File: config.mk
export PLATFORM = sky130hd
export DESIGN_NAME = env_bump_map_shader_unit
export DESIGN_NICKNAME = d
export VERILOG_FILES = /design/src/design/bmap_pkg.sv /design/src/design/bmap_grad.sv /design/src/design/bmap_dist.sv /design/src/design/bmap_sqrt_stage.sv /design/src/design/bmap_shade.sv /design/src/design/env_bump_map_shader_unit.sv
export SDC_FILE = /design/constraint.sdc
export NUM_CORES = 1
export LEC_CHECK = 0
export ABC_CLOCK_PERIOD_IN_PS = 28600
export BUFFER_PORTS_ARGS = -buffer_cell sky130_fd_sc_hd__buf_4
export CORE_MARGIN = 5
export CORE_UTILIZATION = 30
export CTS_BUF_LIST = sky130_fd_sc_hd__clkbuf_8
export DETAILED_ROUTE_END_ITERATION = 8
export SYNTH_ARGS = -nofsm -noshare
export SYNTH_HDL_FRONTEND = slang
export SYNTH_SLANG_ARGS = --single-unit
export TNS_END_PERCENT = 1
File: constraint.sdc
create_clock -name aclk -period 28.6 [get_ports aclk]
set_input_delay 5.72 -clock aclk [delete_from_list [all_inputs] [get_ports aclk]]
set_output_delay 5.72 -clock aclk [all_outputs]
set_load 0.02 [all_outputs]
File: src/design/bmap_pkg.sv
// ----------------------------------------------------------------------------
// bmap_pkg
// shared types, constants and helper functions of the bump map shader
// ----------------------------------------------------------------------------
package bmap_pkg;

    localparam int COORD_BITS_DEF  = 12;
    localparam int CFG_ADDR_BITS   = 2;

    localparam int RAD_BITS        = 14;
    localparam int ROOT_BITS       = 15;
    localparam int REM_BITS        = 17;
    localparam int SQRT_STEPS      = 15;
    localparam int STEPS_PER_STAGE = 4;
    localparam int SQRT_STAGES     = (SQRT_STEPS + STEPS_PER_STAGE - 1) / STEPS_PER_STAGE;
    localparam int RADICAND_BITS   = 2 * SQRT_STEPS;

    localparam logic [7:0] GRAD_BIAS = 8'd128;

    typedef enum logic [CFG_ADDR_BITS-1:0] {
        CFG_LIGHT_X = 2'd0,
        CFG_LIGHT_Y = 2'd1
    } cfg_addr_t;

    typedef struct packed {
        logic [7:0] red;
        logic [7:0] green;
        logic [7:0] blue;
    } color_t;

    typedef struct packed {
        logic [7:0] u;
        logic [7:0] v;
        color_t     color;
    } grad_t;

    typedef struct packed {
        logic                root_hi;
        logic [RAD_BITS-1:0] rad;
        color_t              color;
    } dist_t;

    typedef struct packed {
        logic [ROOT_BITS-1:0] root;
        logic [REM_BITS-1:0]  rem;
    } sq_t;

    typedef struct packed {
        logic                root_hi;
        logic [RAD_BITS-1:0] rad;
        sq_t                 sq;
        color_t              color;
    } sqrt_t;

    typedef struct packed {
        logic [7:0] fall;
        color_t     color;
    } fall_t;

    // two radicand bits consumed by one square root step
    function automatic logic [1:0] sqrt_pair(logic [RAD_BITS-1:0] rad, int step);
        logic [RADICAND_BITS-1:0] n;
        n = {rad, {(RADICAND_BITS - RAD_BITS){1'b0}}};
        return n[RADICAND_BITS - 1 - 2 * step -: 2];
    endfunction

    // one restoring digit step of the integer square root
    function automatic sq_t sqrt_step(sq_t cur, logic [1:0] pair);
        logic [REM_BITS-1:0] rem_sh;
        logic [REM_BITS-1:0] trial;
        sq_t                 nxt;
        rem_sh = {cur.rem[REM_BITS-3:0], pair};
        trial  = {cur.root, 2'b01};
        if (rem_sh >= trial) begin
            nxt.rem  = rem_sh - trial;
            nxt.root = {cur.root[ROOT_BITS-2:0], 1'b1};
        end else begin
            nxt.rem  = rem_sh;
            nxt.root = {cur.root[ROOT_BITS-2:0], 1'b0};
        end
        return nxt;
    endfunction

endpackage

File: src/design/bmap_grad.sv
// ----------------------------------------------------------------------------
// bmap_grad
// gradient stage: light relative offsets, clamped to 0..255
// ----------------------------------------------------------------------------
module bmap_grad
    import bmap_pkg::*;
#(
    parameter int COORD_BITS = COORD_BITS_DEF
) (
    input  logic                  aclk,
    input  logic                  aresetn,
    input  logic [COORD_BITS-1:0] light_x,
    input  logic [COORD_BITS-1:0] light_y,
    input  logic                  in_valid,
    output logic                  in_ready,
    input  logic [COORD_BITS-1:0] pix_x,
    input  logic [COORD_BITS-1:0] pix_y,
    input  logic [7:0]            height_right,
    input  logic [7:0]            height_left,
    input  logic [7:0]            height_below,
    input  logic [7:0]            height_above,
    input  color_t                color,
    output logic                  out_valid,
    input  logic                  out_ready,
    output grad_t                 out_data
);

    localparam int W = COORD_BITS + 3;

    logic          valid_reg;
    grad_t         data_reg;
    grad_t         data_next;
    logic [W-1:0]  gx;
    logic [W-1:0]  gy;

    function automatic logic [7:0] sat_byte(logic [W-1:0] val);
        if (val[W-1]) begin
            return 8'd0;
        end else if (|val[W-2:8]) begin
            return 8'd255;
        end
        return val[7:0];
    endfunction

    always_comb begin
        gx = W'(height_right) - W'(height_left) + W'(light_x) + W'(GRAD_BIAS) - W'(pix_x);
        gy = W'(height_below) - W'(height_above) + W'(light_y) + W'(GRAD_BIAS) - W'(pix_y);
        data_next.u     = sat_byte(gx);
        data_next.v     = sat_byte(gy);
        data_next.color = color;
    end

    assign in_ready  = !valid_reg || out_ready;
    assign out_valid = valid_reg;
    assign out_data  = data_reg;

    always_ff @(posedge aclk) begin
        if (!aresetn) begin
            valid_reg <= 1'b0;
        end else if (in_ready) begin
            valid_reg <= in_valid;
        end
    end

    always_ff @(posedge aclk) begin
        if (in_ready && in_valid) begin
            data_reg <= data_next;
        end
    end

endmodule

File: src/design/bmap_dist.sv
// ----------------------------------------------------------------------------
// bmap_dist
// squared distance stage: (u-128)^2 + (v-128)^2
// ----------------------------------------------------------------------------
module bmap_dist
    import bmap_pkg::*;
(
    input  logic  aclk,
    input  logic  aresetn,
    input  logic  in_valid,
    output logic  in_ready,
    input  grad_t in_data,
    output logic  out_valid,
    input  logic  out_ready,
    output dist_t out_data
);

    logic               valid_reg;
    dist_t              data_reg;
    dist_t              data_next;
    logic signed [7:0]  dx;
    logic signed [7:0]  dy;
    logic [14:0]        dx_sq;
    logic [14:0]        dy_sq;
    logic [15:0]        d2;

    always_comb begin
        dx    = signed'({~in_data.u[7], in_data.u[6:0]});
        dy    = signed'({~in_data.v[7], in_data.v[6:0]});
        dx_sq = 15'(unsigned'(16'(dx) * 16'(dx)));
        dy_sq = 15'(unsigned'(16'(dy) * 16'(dy)));
        d2    = 16'(dx_sq) + 16'(dy_sq);
        // radius of 128 or more gives zero falloff
        data_next.root_hi = |d2[15:RAD_BITS];
        data_next.rad     = d2[RAD_BITS-1:0];
        data_next.color   = in_data.color;
    end

    assign in_ready  = !valid_reg || out_ready;
    assign out_valid = valid_reg;
    assign out_data  = data_reg;

    always_ff @(posedge aclk) begin
        if (!aresetn) begin
            valid_reg <= 1'b0;
        end else if (in_ready) begin
            valid_reg <= in_valid;
        end
    end

    always_ff @(posedge aclk) begin
        if (in_ready && in_valid) begin
            data_reg <= data_next;
        end
    end

endmodule

File: src/design/bmap_sqrt_stage.sv
// ----------------------------------------------------------------------------
// bmap_sqrt_stage
// NUM_STEPS digit steps of the 7.8 radius square root, registered
// ----------------------------------------------------------------------------
module bmap_sqrt_stage
    import bmap_pkg::*;
#(
    parameter int FIRST_STEP = 0,
    parameter int NUM_STEPS  = STEPS_PER_STAGE
) (
    input  logic  aclk,
    input  logic  aresetn,
    input  logic  in_valid,
    output logic  in_ready,
    input  sqrt_t in_data,
    output logic  out_valid,
    input  logic  out_ready,
    output sqrt_t out_data
);

    localparam int DONE_STEPS = FIRST_STEP + NUM_STEPS;

    logic  valid_reg;
    sqrt_t data_reg;
    sqrt_t data_next;

    always_comb begin
        data_next = in_data;
        for (int k = 0; k < NUM_STEPS; k++) begin
            data_next.sq = sqrt_step(data_next.sq, sqrt_pair(in_data.rad, FIRST_STEP + k));
        end
    end

    assign in_ready  = !valid_reg || out_ready;
    assign out_valid = valid_reg;
    assign out_data  = data_reg;

    always_ff @(posedge aclk) begin
        if (!aresetn) begin
            valid_reg <= 1'b0;
        end else if (in_ready) begin
            valid_reg <= in_valid;
        end
    end

    always_ff @(posedge aclk) begin
        if (in_ready && in_valid) begin
            data_reg <= data_next;
        end
    end

    // partial root squared plus remainder equals the consumed radicand bits
    a_root_rem: assert property (@(posedge aclk) disable iff (!aresetn)
        valid_reg |->
            (32'(data_reg.sq.root) * 32'(data_reg.sq.root) + 32'(data_reg.sq.rem)) ==
            32'({data_reg.rad, {(RADICAND_BITS - RAD_BITS){1'b0}}}
                >> (RADICAND_BITS - 2 * DONE_STEPS)))
        else $error("square root remainder mismatch");

endmodule

File: src/design/bmap_shade.sv
// ----------------------------------------------------------------------------
// bmap_shade
// falloff stage and colour scaling stage
// ----------------------------------------------------------------------------
module bmap_shade
    import bmap_pkg::*;
(
    input  logic   aclk,
    input  logic   aresetn,
    input  logic   in_valid,
    output logic   in_ready,
    input  sqrt_t  in_data,
    output logic   out_valid,
    input  logic   out_ready,
    output color_t out_data
);

    logic        fall_valid_reg;
    fall_t       fall_reg;
    fall_t       fall_next;
    logic        fall_ready;
    logic        out_valid_reg;
    color_t      out_reg;
    color_t      out_next;
    logic [15:0] diff;
    logic [23:0] prod;
    logic [15:0] red_prod;
    logic [15:0] green_prod;
    logic [15:0] blue_prod;

    // falloff = 255 * (32768 - s) >> 15
    always_comb begin
        diff  = 16'(17'h08000 - 17'(in_data.sq.root));
        prod  = {diff, 8'd0} - 24'(diff);
        fall_next.fall  = in_data.root_hi ? 8'd0 : prod[22:15];
        fall_next.color = in_data.color;
    end

    always_comb begin
        red_prod       = fall_reg.color.red   * fall_reg.fall;
        green_prod     = fall_reg.color.green * fall_reg.fall;
        blue_prod      = fall_reg.color.blue  * fall_reg.fall;
        out_next.red   = red_prod[15:8];
        out_next.green = green_prod[15:8];
        out_next.blue  = blue_prod[15:8];
    end

    assign fall_ready = !out_valid_reg || out_ready;
    assign in_ready   = !fall_valid_reg || fall_ready;
    assign out_valid  = out_valid_reg;
    assign out_data   = out_reg;

    always_ff @(posedge aclk) begin
        if (!aresetn) begin
            fall_valid_reg <= 1'b0;
            out_valid_reg  <= 1'b0;
        end else begin
            if (in_ready) begin
                fall_valid_reg <= in_valid;
            end
            if (fall_ready) begin
                out_valid_reg <= fall_valid_reg;
            end
        end
    end

    always_ff @(posedge aclk) begin
        if (in_ready && in_valid) begin
            fall_reg <= fall_next;
        end
        if (fall_ready && fall_valid_reg) begin
            out_reg <= out_next;
        end
    end

endmodule

File: src/design/env_bump_map_shader_unit.sv
// ----------------------------------------------------------------------------
// env_bump_map_shader_unit
// 2d environment mapped bump map shader; while the output is not stalled, one pixel per clock
// ----------------------------------------------------------------------------
// pipeline: gradient, distance, four square root stages, falloff and
//   colour scaling, each registered between input request and result
// throughput: one pixel per cycle while m_tready accepts results; every stage holds its own valid bit
// reset: aresetn synchronous active low clears valid bits and light position
// ----------------------------------------------------------------------------
module env_bump_map_shader_unit
    import bmap_pkg::*;
#(
    parameter int COORD_BITS = COORD_BITS_DEF
) (
    input  logic                     aclk,
    input  logic                     aresetn,
    input  logic                     s_tvalid,
    output logic                     s_tready,
    // pix_x, pix_y, height_right, height_left, height_below, height_above,
    // color_red, color_green, color_blue, zero pad
    input  logic [((2*COORD_BITS+56+7)/8)*8-1:0] s_tdata,
    output logic                     m_tvalid,
    input  logic                     m_tready,
    // shaded_red, shaded_green, shaded_blue
    output logic [23:0]              m_tdata,
    input  logic                     cfg_valid,
    output logic                     cfg_ready,
    input  logic [CFG_ADDR_BITS-1:0] cfg_addr,
    input  logic [COORD_BITS-1:0]    cfg_data
);

    localparam int HB = 2 * COORD_BITS;

    logic [COORD_BITS-1:0] light_x_reg;
    logic [COORD_BITS-1:0] light_y_reg;
    logic [COORD_BITS-1:0] light_x_next;
    logic [COORD_BITS-1:0] light_y_next;

    color_t in_color;
    logic   grad_valid;
    logic   grad_ready;
    grad_t  grad_data;
    logic   dist_valid;
    logic   dist_ready;
    dist_t  dist_data;
    color_t shade_data;

    logic  sq_valid [SQRT_STAGES+1];
    logic  sq_ready [SQRT_STAGES+1];
    sqrt_t sq_data  [SQRT_STAGES+1];

    assign cfg_ready = 1'b1;

    always_comb begin
        light_x_next = light_x_reg;
        light_y_next = light_y_reg;
        if (cfg_valid) begin
            unique case (cfg_addr)
                CFG_LIGHT_X: light_x_next = cfg_data;
                CFG_LIGHT_Y: light_y_next = cfg_data;
                default: begin
                end
            endcase
        end
    end

    always_ff @(posedge aclk) begin
        if (!aresetn) begin
            light_x_reg <= '0;
            light_y_reg <= '0;
        end else begin
            light_x_reg <= light_x_next;
            light_y_reg <= light_y_next;
        end
    end

    assign in_color.red   = s_tdata[HB+39:HB+32];
    assign in_color.green = s_tdata[HB+47:HB+40];
    assign in_color.blue  = s_tdata[HB+55:HB+48];

    bmap_grad #(
        .COORD_BITS(COORD_BITS)
    ) u_grad (
        .aclk         (aclk),
        .aresetn      (aresetn),
        .light_x      (light_x_reg),
        .light_y      (light_y_reg),
        .in_valid     (s_tvalid),
        .in_ready     (s_tready),
        .pix_x        (s_tdata[COORD_BITS-1:0]),
        .pix_y        (s_tdata[HB-1:COORD_BITS]),
        .height_right (s_tdata[HB+7:HB]),
        .height_left  (s_tdata[HB+15:HB+8]),
        .height_below (s_tdata[HB+23:HB+16]),
        .height_above (s_tdata[HB+31:HB+24]),
        .color        (in_color),
        .out_valid    (grad_valid),
        .out_ready    (grad_ready),
        .out_data     (grad_data)
    );

    bmap_dist u_dist (
        .aclk      (aclk),
        .aresetn   (aresetn),
        .in_valid  (grad_valid),
        .in_ready  (grad_ready),
        .in_data   (grad_data),
        .out_valid (dist_valid),
        .out_ready (dist_ready),
        .out_data  (dist_data)
    );

    assign sq_valid[0]        = dist_valid;
    assign dist_ready         = sq_ready[0];
    assign sq_data[0].root_hi = dist_data.root_hi;
    assign sq_data[0].rad     = dist_data.rad;
    assign sq_data[0].sq      = '0;
    assign sq_data[0].color   = dist_data.color;

    for (genvar i = 0; i < SQRT_STAGES; i++) begin : g_sqrt
        bmap_sqrt_stage #(
            .FIRST_STEP (i * STEPS_PER_STAGE),
            .NUM_STEPS  ((SQRT_STEPS - i * STEPS_PER_STAGE >= STEPS_PER_STAGE) ?
                         STEPS_PER_STAGE : SQRT_STEPS - i * STEPS_PER_STAGE)
        ) u_sqrt (
            .aclk      (aclk),
            .aresetn   (aresetn),
            .in_valid  (sq_valid[i]),
            .in_ready  (sq_ready[i]),
            .in_data   (sq_data[i]),
            .out_valid (sq_valid[i+1]),
            .out_ready (sq_ready[i+1]),
            .out_data  (sq_data[i+1])
        );
    end

    bmap_shade u_shade (
        .aclk      (aclk),
        .aresetn   (aresetn),
        .in_valid  (sq_valid[SQRT_STAGES]),
        .in_ready  (sq_ready[SQRT_STAGES]),
        .in_data   (sq_data[SQRT_STAGES]),
        .out_valid (m_tvalid),
        .out_ready (m_tready),
        .out_data  (shade_data)
    );

    assign m_tdata = {shade_data.blue, shade_data.green, shade_data.red};

    // input back pressure only when every stage is full and the output stalls
    a_full_stall: assert property (@(posedge aclk) disable iff (!aresetn)
        !s_tready |-> (m_tvalid && !m_tready))
        else $error("input stalled with room in the pipeline");

    a_light_x_write: assert property (@(posedge aclk) disable iff (!aresetn)
        (cfg_valid && cfg_addr == CFG_LIGHT_X) |=> light_x_reg == $past(cfg_data))
        else $error("light x write lost");

    a_light_y_hold: assert property (@(posedge aclk) disable iff (!aresetn)
        !(cfg_valid && cfg_addr == CFG_LIGHT_Y) |=> $stable(light_y_reg))
        else $error("light y changed without a write");

endmodule

# Word-level counts from Yosys, hierarchy flattened
# Cells that the tools add are included.
op_classes:
  n_addsub: 26
  n_mul: 5
  n_div: 0
  order_cmp: 15
  eq_ne: 1
  shift: 0
  n_mux: 25
  n_bitwise: 2
  reduce_logical: 30
ops:
  columns: ["cell", "n"]
  rows:
  - ["$mux W18", 15]
  - ["$mul A8 B8 Y16", 3]
  - ["$mux W8", 6]
  - ["$add A15 B12 Y15", 2]
  - ["$add A15 B8 Y15 const B", 2]
  - ["$mul A8 B8 Y15", 2]
  - ["$sub A15 B12 Y15", 2]
  - ["$sub A23 B16 Y23", 1]
  - ["$sub A8 B8 Y9", 2]
  - ["$ge A17 B10 Y1", 1]
  - ["$ge A17 B11 Y1", 1]
  - ["$ge A17 B12 Y1", 1]
  - ["$ge A17 B13 Y1", 1]
  - ["$ge A17 B14 Y1", 1]
  - ["$ge A17 B15 Y1", 1]
  - ["$ge A17 B16 Y1", 1]
  - ["$ge A17 B3 Y1", 1]
  - ["$ge A17 B4 Y1", 1]
  - ["$ge A17 B5 Y1", 1]
  - ["$ge A17 B6 Y1", 1]
  - ["$ge A17 B7 Y1", 1]
  - ["$ge A17 B8 Y1", 1]
  - ["$ge A17 B9 Y1", 1]
  - ["$sub A17 B10 Y17", 1]
  - ["other kinds (27)", 54]
totals:
  register_bits: 357
  latchBits: 0
  mem_bits_rw: 0
  romBits: 0
  in_bits: 99
  output_inout_bits: 27
  word_cells: 157
  memories: 0

# Logic depth before layout (Yosys ltp)
# Gate-level depths: netlist (run 1).
logic_depth:
  depth_word: 10
  ltp_mapped: 49
  depth_no_buf: 46

# Modules after synthesis
# A second synthesis (run 1) with hierarchy kept.
unflattened:
  cells_unflattened: 4012
  hier_area_um2: 40686.5
modules_own_cells:
  columns: ["module", "instances", "cells_per_inst", "area_each_um2", "seq_area_each_um2"]
  rows:
  - ["bmap_shade", 1, 838, 8364.3, 1721.7]
  - ["bmap_sqrt_stage (g_sqrt[0].u_sqrt)", 1, 645, 6152.2, 2152.1]
  - ["bmap_dist", 1, 588, 5760.5, 1191.1]
  - ["bmap_sqrt_stage (g_sqrt[1].u_sqrt)", 1, 578, 5649.2, 2122.0]
  - ["bmap_sqrt_stage (g_sqrt[2].u_sqrt)", 1, 454, 5031.1, 2122.0]
  - ["bmap_sqrt_stage (g_sqrt[3].u_sqrt)", 1, 399, 4563.1, 2122.0]
  - ["bmap_grad", 1, 415, 4226.6, 1221.2]
  - ["env_bump_map_shader_unit", 1, 95, 939.7, 480.5]

# Least setup slack after synthesis (run 1)
# No wires, ideal clock.
synth_path:
  kind: "input port to output port"
  from: "in m_tready"
  to: "out s_tready"
  t_arrival_ns: 6.842
  required_time_ns: 22.880
  slack_ns: 16.038
  cell_stages: 6
  n_path_buf: 0
  cell_sequence: "nor2b_1 > and3_1 > and2_0 > nand3_1 > nor2_1 > nand2_1"
synth_between:
  elab_chain_len: 8
synth_rtl:
  columns: ["item", "line_no", "source"]
  rows:
  - ["start: declaration", "env_bump_map_shader_unit.sv:23", "input logic m_tready,"]
  - ["$logic_or A1 B1 Y1", "bmap_shade.sv:48", "assign fall_ready = !out_valid_reg || out_ready;"]
  - ["$logic_or A1 B1 Y1", "bmap_shade.sv:49", "assign in_ready = !fall_valid_reg || fall_ready;"]
  - ["$logic_or A1 B1 Y1 (4 in a row)", "bmap_sqrt_stage.sv:34", "assign in_ready = !valid_reg || out_ready;"]
  - ["$logic_or A1 B1 Y1", "bmap_dist.sv:39", "assign in_ready = !valid_reg || out_ready;"]
  - ["$logic_or A1 B1 Y1", "bmap_grad.sv:53", "assign in_ready = !valid_reg || out_ready;"]
  - ["end: declaration", "env_bump_map_shader_unit.sv:18", "output logic s_tready,"]
# Every way passes these cells.

# Worst setup path after layout (run 1)
# Same ends and word-level chain as after synthesis.

==> results of run 1 <==
==> path summary, 6_finish.rpt <==
kind,cells after the start,endpoint,from
worst max-delay path,8,s_tready,m_tready
worst min-delay path,0,u_shade.fall_reg[3],g_sqrt[3].u_sqrt.out_data[3]
worst max register to register,42,g_sqrt[2].u_sqrt.out_data[27],g_sqrt[1].u_sqrt.out_data[42]
worst min register to register,0,u_shade.fall_reg[3],g_sqrt[3].u_sqrt.out_data[3]
==> report_power, final <==
part	switching (W)	internal [W]	total [W]
Sequential	0.0000427	0.000722	0.000764
Combinational	0.00130	0.00104	0.00234
Clock	0.000232	0.000282	0.000515
==> worst max-delay path, delay by kind of cell <==
family        cells  cell delay, ns
simple gates      6            1.85
buf+inv           2            0.29
==> routing by layer <==
metal,part of all wire,up-vias,wire length [um]
met5,0,-,0
met4,0.022,0,1450
met3,0.035,94,2330
met2,0.49,319,32400
met1,0.46,10165,30500
li1,-,10490,-
==> stage by stage <==
| stage | hold slack [ns] | total power [W] | util |
|---|---|---|---|
| final | 0.391 | 0.00362 | 0.339 |
| after global routing | 0.409 | 0.00401 | 0.339 |
| after CTS | 0.393 | 0.00368 | 0.339 |
| after detailed placement | 0.405 | 0.00313 | 0.326 |
| after global placement | 0.401 | 0.00310 | 0.326 |
| after floorplan | 0.400 | 0.00263 | - |
==> logic make-up after synthesis <==
family                     Yosys count
DFF                                355
adders and majority gates          571
buffers and inverters              517
xor gates and xnor gates           211
AOI/OAI and AO/OA                  545
and+or+nand+nor                    731
muxes                               60
other                                1
==> final cells by class <==
class	instances	area, um2
fill	10403	68200
multi-input combinational	2120	18800
sequential	355	10300
tap	1380	1730
inverter	456	1710
timing repair buffer	140	1050
clock buffer	69	950
clock inverter	53	418
antenna	1	2.50
==> layout by cell type, fill, tap and decap left out, types with 8 or more instances in the layout <==
cell type  netlist  routed
nor3_1          24      24
o31ai_1         10      10
a21oi_1        174     174
clkinv_1         1      18
or4_1            8       8
nor4_1          15      15
and3_1          13      13
edfxtp_1       323     323
or3_1           10      10
xnor2_1        125     125
nand2_1        220     220
o211ai_1         9       9
o21a_1          25      25
and2_1         128     127
o21bai_1        56      56
fa_1           222     222
ha_1           349     349
nor2_1         123     123
nand3_1         33      33
inv_1          455     467
buf_4            2     140
mux2_2          25      25
nand4_1         10      10
nor2b_1         65      61
clkbuf_8         0      69
or2_2           18      18
dfxtp_1         32      32
mux2i_1         29      29
nand2b_1        23      23
xor2_1          84      84
o21ai_0         80      80
a31oi_1         17      16
a21boi_0        16      14
a21o_1          74      74
==> metrics.yaml, run 1 <==
status: "finished, final reports clean"
grt_max_degree: 52
drt_iter0_markers: 1075
dieWidth_um: 332
path_class: "input port to output pin"
hpwl_um: 52200
ys.flop_type: "edfxtp_1"
core_um2: 103000
async_flop_share: 0
p_leak_nw: 15.7
cts_resized: 0
use_met3: 0.0215
maxCapViolCount: 0
cts_buffer_depth: 3
overflow: 0
cp.arrival_ns: 7.86
crit_path_max_fanout: 6
stdcell_count: 4574
timing.final.crit_share: 0.475
yosysUniqueCellTypes: 103
final_antenna_net_count: 0
yosysSeqAreaShare: 0.333
cts-root-buf: "clkbuf_8"
max_freq_ghz: 0.0737
fin_setup_tns_ns: 0
ys_warn_count: 0
synth_top_area_share: 0.312
viasPerCell: 4.61
dpl-instance-area_um2: 33600
post-route-drc-count: 0
final_cell_area_um2: 35000
yosys.area.top_type: "edfxtp_1"
relSlewSlack: 0.220
tightest_slew_ns: 1.17
crit_path_start_kind: "input port"
die_h_um: 332
period_needed_ns: 13.58
syn-cell-area_um2: 31100
hold_viol: 0
pin_count: 126
die_area_um2: 110000
cts_tree: "yes"
synthMuxAreaShare: 0.0213
grt.met2_usage: 0.213
grt_pass1_vias: 22030
synth_edf_count: 323
largest_reg_flops: 188
track_usage: 0.123
cp_common_cell: "buf_4"
cp_slowest_cell: "and2_0"
grt_first_pass_wirelength_um: 112000
powerDensity_nw_per_um2: 103
synth_most_common_cell: "inv_1"
antenna_found_initial: 1
r2r_slack_ns: 16.88
start_util: 0.301
ys_top_cells_by_count: "inv_1 (455), ha_1 (349), edfxtp_1 (323), fa_1 (222), nand2_1 (220)"
skew_ns: 0.0336
crit_path_end_kind: "output pin"
drive_gt1_frac: 0.103
cts_sinks: 355
clk_latency_ns: 0.66
drv_slew: 0
synth_cells: 2991
synthAdderAreaFrac: 0.284
synth_compound_area_frac: 0.117
syn_to_final_growth_pct: 12.7
setup_viol: 0
place_ws_ns: 15.08
io_buffers: 124
wirelength_um: 66700
vdd_drop_max_mv: 0.356
ys_ff_latch: 355
wl_per_cell_um: 14.6
place.gp.congestion: 0.878
num_rows: 118
yosys.area_share.simple: 0.122
synth_top_family_by_area: "adder cells"
htree_levels: 3
post-place-cells: 4451
hp-class: "register to register"
synth_xor_area_frac: 0.0602
rsz0062_at_grt: "false"
required_ns: 22.88
critical-path-max-stage-delay_ns: 0.54
grtUsageMet1: 0.158
finalWorstSetupSlack_ns: 15.02
synthTopCellsByArea: "edfxtp_1 (31%), fa_1 (14%), ha_1 (14%)"
postCtsHoldBufs: 0
vias: 21068
avgSynthCellArea_um2: 10.4
cts_setup_buffers: 0
worstPathCellList: "buf_4, nor2b_1, and3_1, and2_0, nand3_1, nor2_1, nand2_1, buf_4"
clkSlewWorstSetupHoldPaths_ns: 0.07
dr.pass1.iters: 5
cts_made_buffers: 66
busiest_layer: "met2"
finalNetCount: 3809
Power figures use the tool's default switching activity.
==> inputs of run 2 (changes only) <==
--- a/config.mk
+++ b/config.mk
@@ -5,7 +5,7 @@
 export SDC_FILE = /design/constraint.sdc
 export NUM_CORES = 1
 export LEC_CHECK = 0
-export ABC_CLOCK_PERIOD_IN_PS = 28600
+export ABC_CLOCK_PERIOD_IN_PS = 11300
 export BUFFER_PORTS_ARGS = -buffer_cell sky130_fd_sc_hd__buf_4
 export CORE_MARGIN = 5
 export CORE_UTILIZATION = 30
==> constraint.sdc (replaced) <==
create_clock -name aclk -period 11.3 [get_ports aclk]
set_input_delay 2.26 -clock aclk [delete_from_list [all_inputs] [get_ports aclk]]
set_output_delay 2.26 -clock aclk [all_outputs]
set_load 0.02 [all_outputs]
==> metrics.yaml, run 2 (same netlist as run 1, synthesis figures left out) <==
status: "finished, final reports clean"
crit_path_max_fanout: 16  # +10
r2r_slack_ns: 1.06  # -15.82 ns
critical-path-max-stage-delay_ns: 0.59  # +0.05 ns
crit_start: "g_sqrt[0].u_sqrt.out_data[42]"
clkSlewWorstSetupHoldPaths_ns: 0.06  # about the same
hp-class: "register to register"
min_to: "g_sqrt[1].u_sqrt.out_data[7]"
powerDensity_nw_per_um2: 265  # +160%
antenna_found_initial: 3  # +2
crit_path_end_kind: "register"
place.gp.congestion: 0.871  # -0.83%
cp_slowest_cell: "or4_4"
required_ns: 11.68  # -11.20 ns
cts_setup_buffers: 0  # unchanged
vdd_drop_max_mv: 0.541  # +52%
min-delay-start: "g_sqrt[0].u_sqrt.out_data[7]"
cts_buffer_depth: 3  # unchanged
r2r-start: "g_sqrt[0].u_sqrt.out_data[42]"
cts_made_buffers: 66  # unchanged
viasPerCell: 4.63  # +0.44%
period_needed_ns: 10.24
crit_family: "simple AND/OR/NAND/NOR gates"
rsz0062_at_grt: "false"
start_util: 0.301  # unchanged
dieWidth_um: 332  # unchanged
final_cell_area_um2: 35100  # +0.36%
drive_gt1_frac: 0.106  # +0.00272
p_leak_nw: 15.7  # +0.34%
fin_util: 0.341  # +0.00122
htree_levels: 3  # unchanged
skew_ns: 0.0520  # +0.0184 ns
relSlewSlack: 0.268  # +0.0480
cts_sinks: 355  # unchanged
cp.arrival_ns: 10.62  # +2.76 ns
cts_resized: 0  # unchanged
num_rows: 118  # unchanged
die_h_um: 332  # unchanged
path_buf_inv: 7  # +5
wirelength_um: 68500  # +2.8%
grt_first_pass_wirelength_um: 113000  # +0.96%
cts_tree: "yes"
final_antenna_net_count: 0  # unchanged
syn_to_final_growth_pct: 13.1
pin_count: 126  # unchanged
dpl-instance-area_um2: 33700  # +0.13%
die_area_um2: 110000  # unchanged
clk_latency_ns: 0.66  # about the same
hold_viol: 0  # unchanged
grt_pass1_vias: 21747  # -1.3%
timing.final.crit_share: 0.906
final_common_cell: "inv_1"
track_usage: 0.125  # +0.00233
max_freq_ghz: 0.0976
mostFrequentLayoutCells: "inv_1 (465), ha_1 (349), edfxtp_1 (323)"
tightest_slew_ns: 1.10  # -0.0747 ns
cp_common_cell: "inv_1"
vias: 21175  # +0.51%
path_class: "register to register"
postCtsHoldBufs: 0  # unchanged
finalPower_w: 0.00933  # +160%
cts-root-buf: "clkbuf_8"
drt_iter0_markers: 1103  # +2.6%
holdWs_ns: 0.381  # -0.0106 ns
io_buffers: 124  # unchanged
grt_max_degree: 52  # unchanged
post-route-drc-count: 0  # unchanged
setup_viol: 0  # unchanged
rr_endpoint: "g_sqrt[1].u_sqrt.out_data[31]"
dr.pass1.iters: 5  # unchanged
hpwl_um: 53500  # +2.5%
whs_path_depth: 0  # unchanged
finalNetCount: 3815  # +0.16%
r2r_cells: 43  # +2.4%
crit_path_start_kind: "register"
drv_slew: 0  # unchanged
overflow: 0  # unchanged
maxCapViolCount: 0  # unchanged
wl_per_cell_um: 15.0  # +2.7%
fin_setup_tns_ns: 0  # unchanged
largest_reg_flops: 188  # unchanged
core_um2: 103000  # unchanged
==> run 2: cell types whose count changed in the layout (fill, tap and decap cells not counted) <==
cell        change
clkinvlp_4      +2
clkinv_1        -4
clkinv_4        -1
bufinv_16       +4
inv_6           -1
buf_4           +6
clkbuf_8        -1
inv_1           -2
==> run 2: per-stage QoR <==
stage | cells | setup WS, ns
after floorplan | 2992 | 1.56
after CTS | 4576 | 1.06
after detailed placement | 4457 | 1.09
after global routing | 4577 | 0.241
final | 4577 | 1.06
after global placement | 4457 | 1.23
==> run 2: metal layers <==
| metal | global-route usage | up-vias | wire [um] |
|---|---|---|---|
| met5 | 0 | - | 13 |
| met2 | 0.209 | 367 | 32200 |
| met3 | 0.0221 | 111 | 2920 |
| met4 | 0.0376 | 2 | 1810 |
| li1 | - | 10487 | - |
| met1 | 0.166 | 10208 | 31600 |
==> run 2: worst max-delay path by stage <==
stage	end	depth (start not counted)
2_1_floorplan	g_sqrt[2].u_sqrt.out_data[38]	49
6_report	g_sqrt[1].u_sqrt.out_data[31]	43
4_1_cts	g_sqrt[1].u_sqrt.out_data[31]	42
3_5_place_dp	g_sqrt[1].u_sqrt.out_data[31]	42
5_1_grt	g_sqrt[1].u_sqrt.out_data[31]	42
3_3_place_gp	g_sqrt[1].u_sqrt.out_data[30]	43
==> run 2: where the power goes <==
part | switching [W] | leakage, nW | internal [W]
Combinational | 0.00335 | 11.9 | 0.00265
Sequential | 0.000110 | 3.11 | 0.00183
Clock | 0.000602 | 0.743 | 0.000798
Total | 0.00406 | 15.7 | 0.00527
==> run 2: cell type report <==
class / instances / area [um2]
clock buffers: 68 / 936
clock inverters: 51 / 513
inverters: 456 / 1710
repair buffers: 146 / 1100
flip-flops and latches: 355 / 10300
multi-input cells: 2120 / 18800
diodes: 1 / 2.50
well taps: 1380 / 1730
fillers: 10413 / 68100
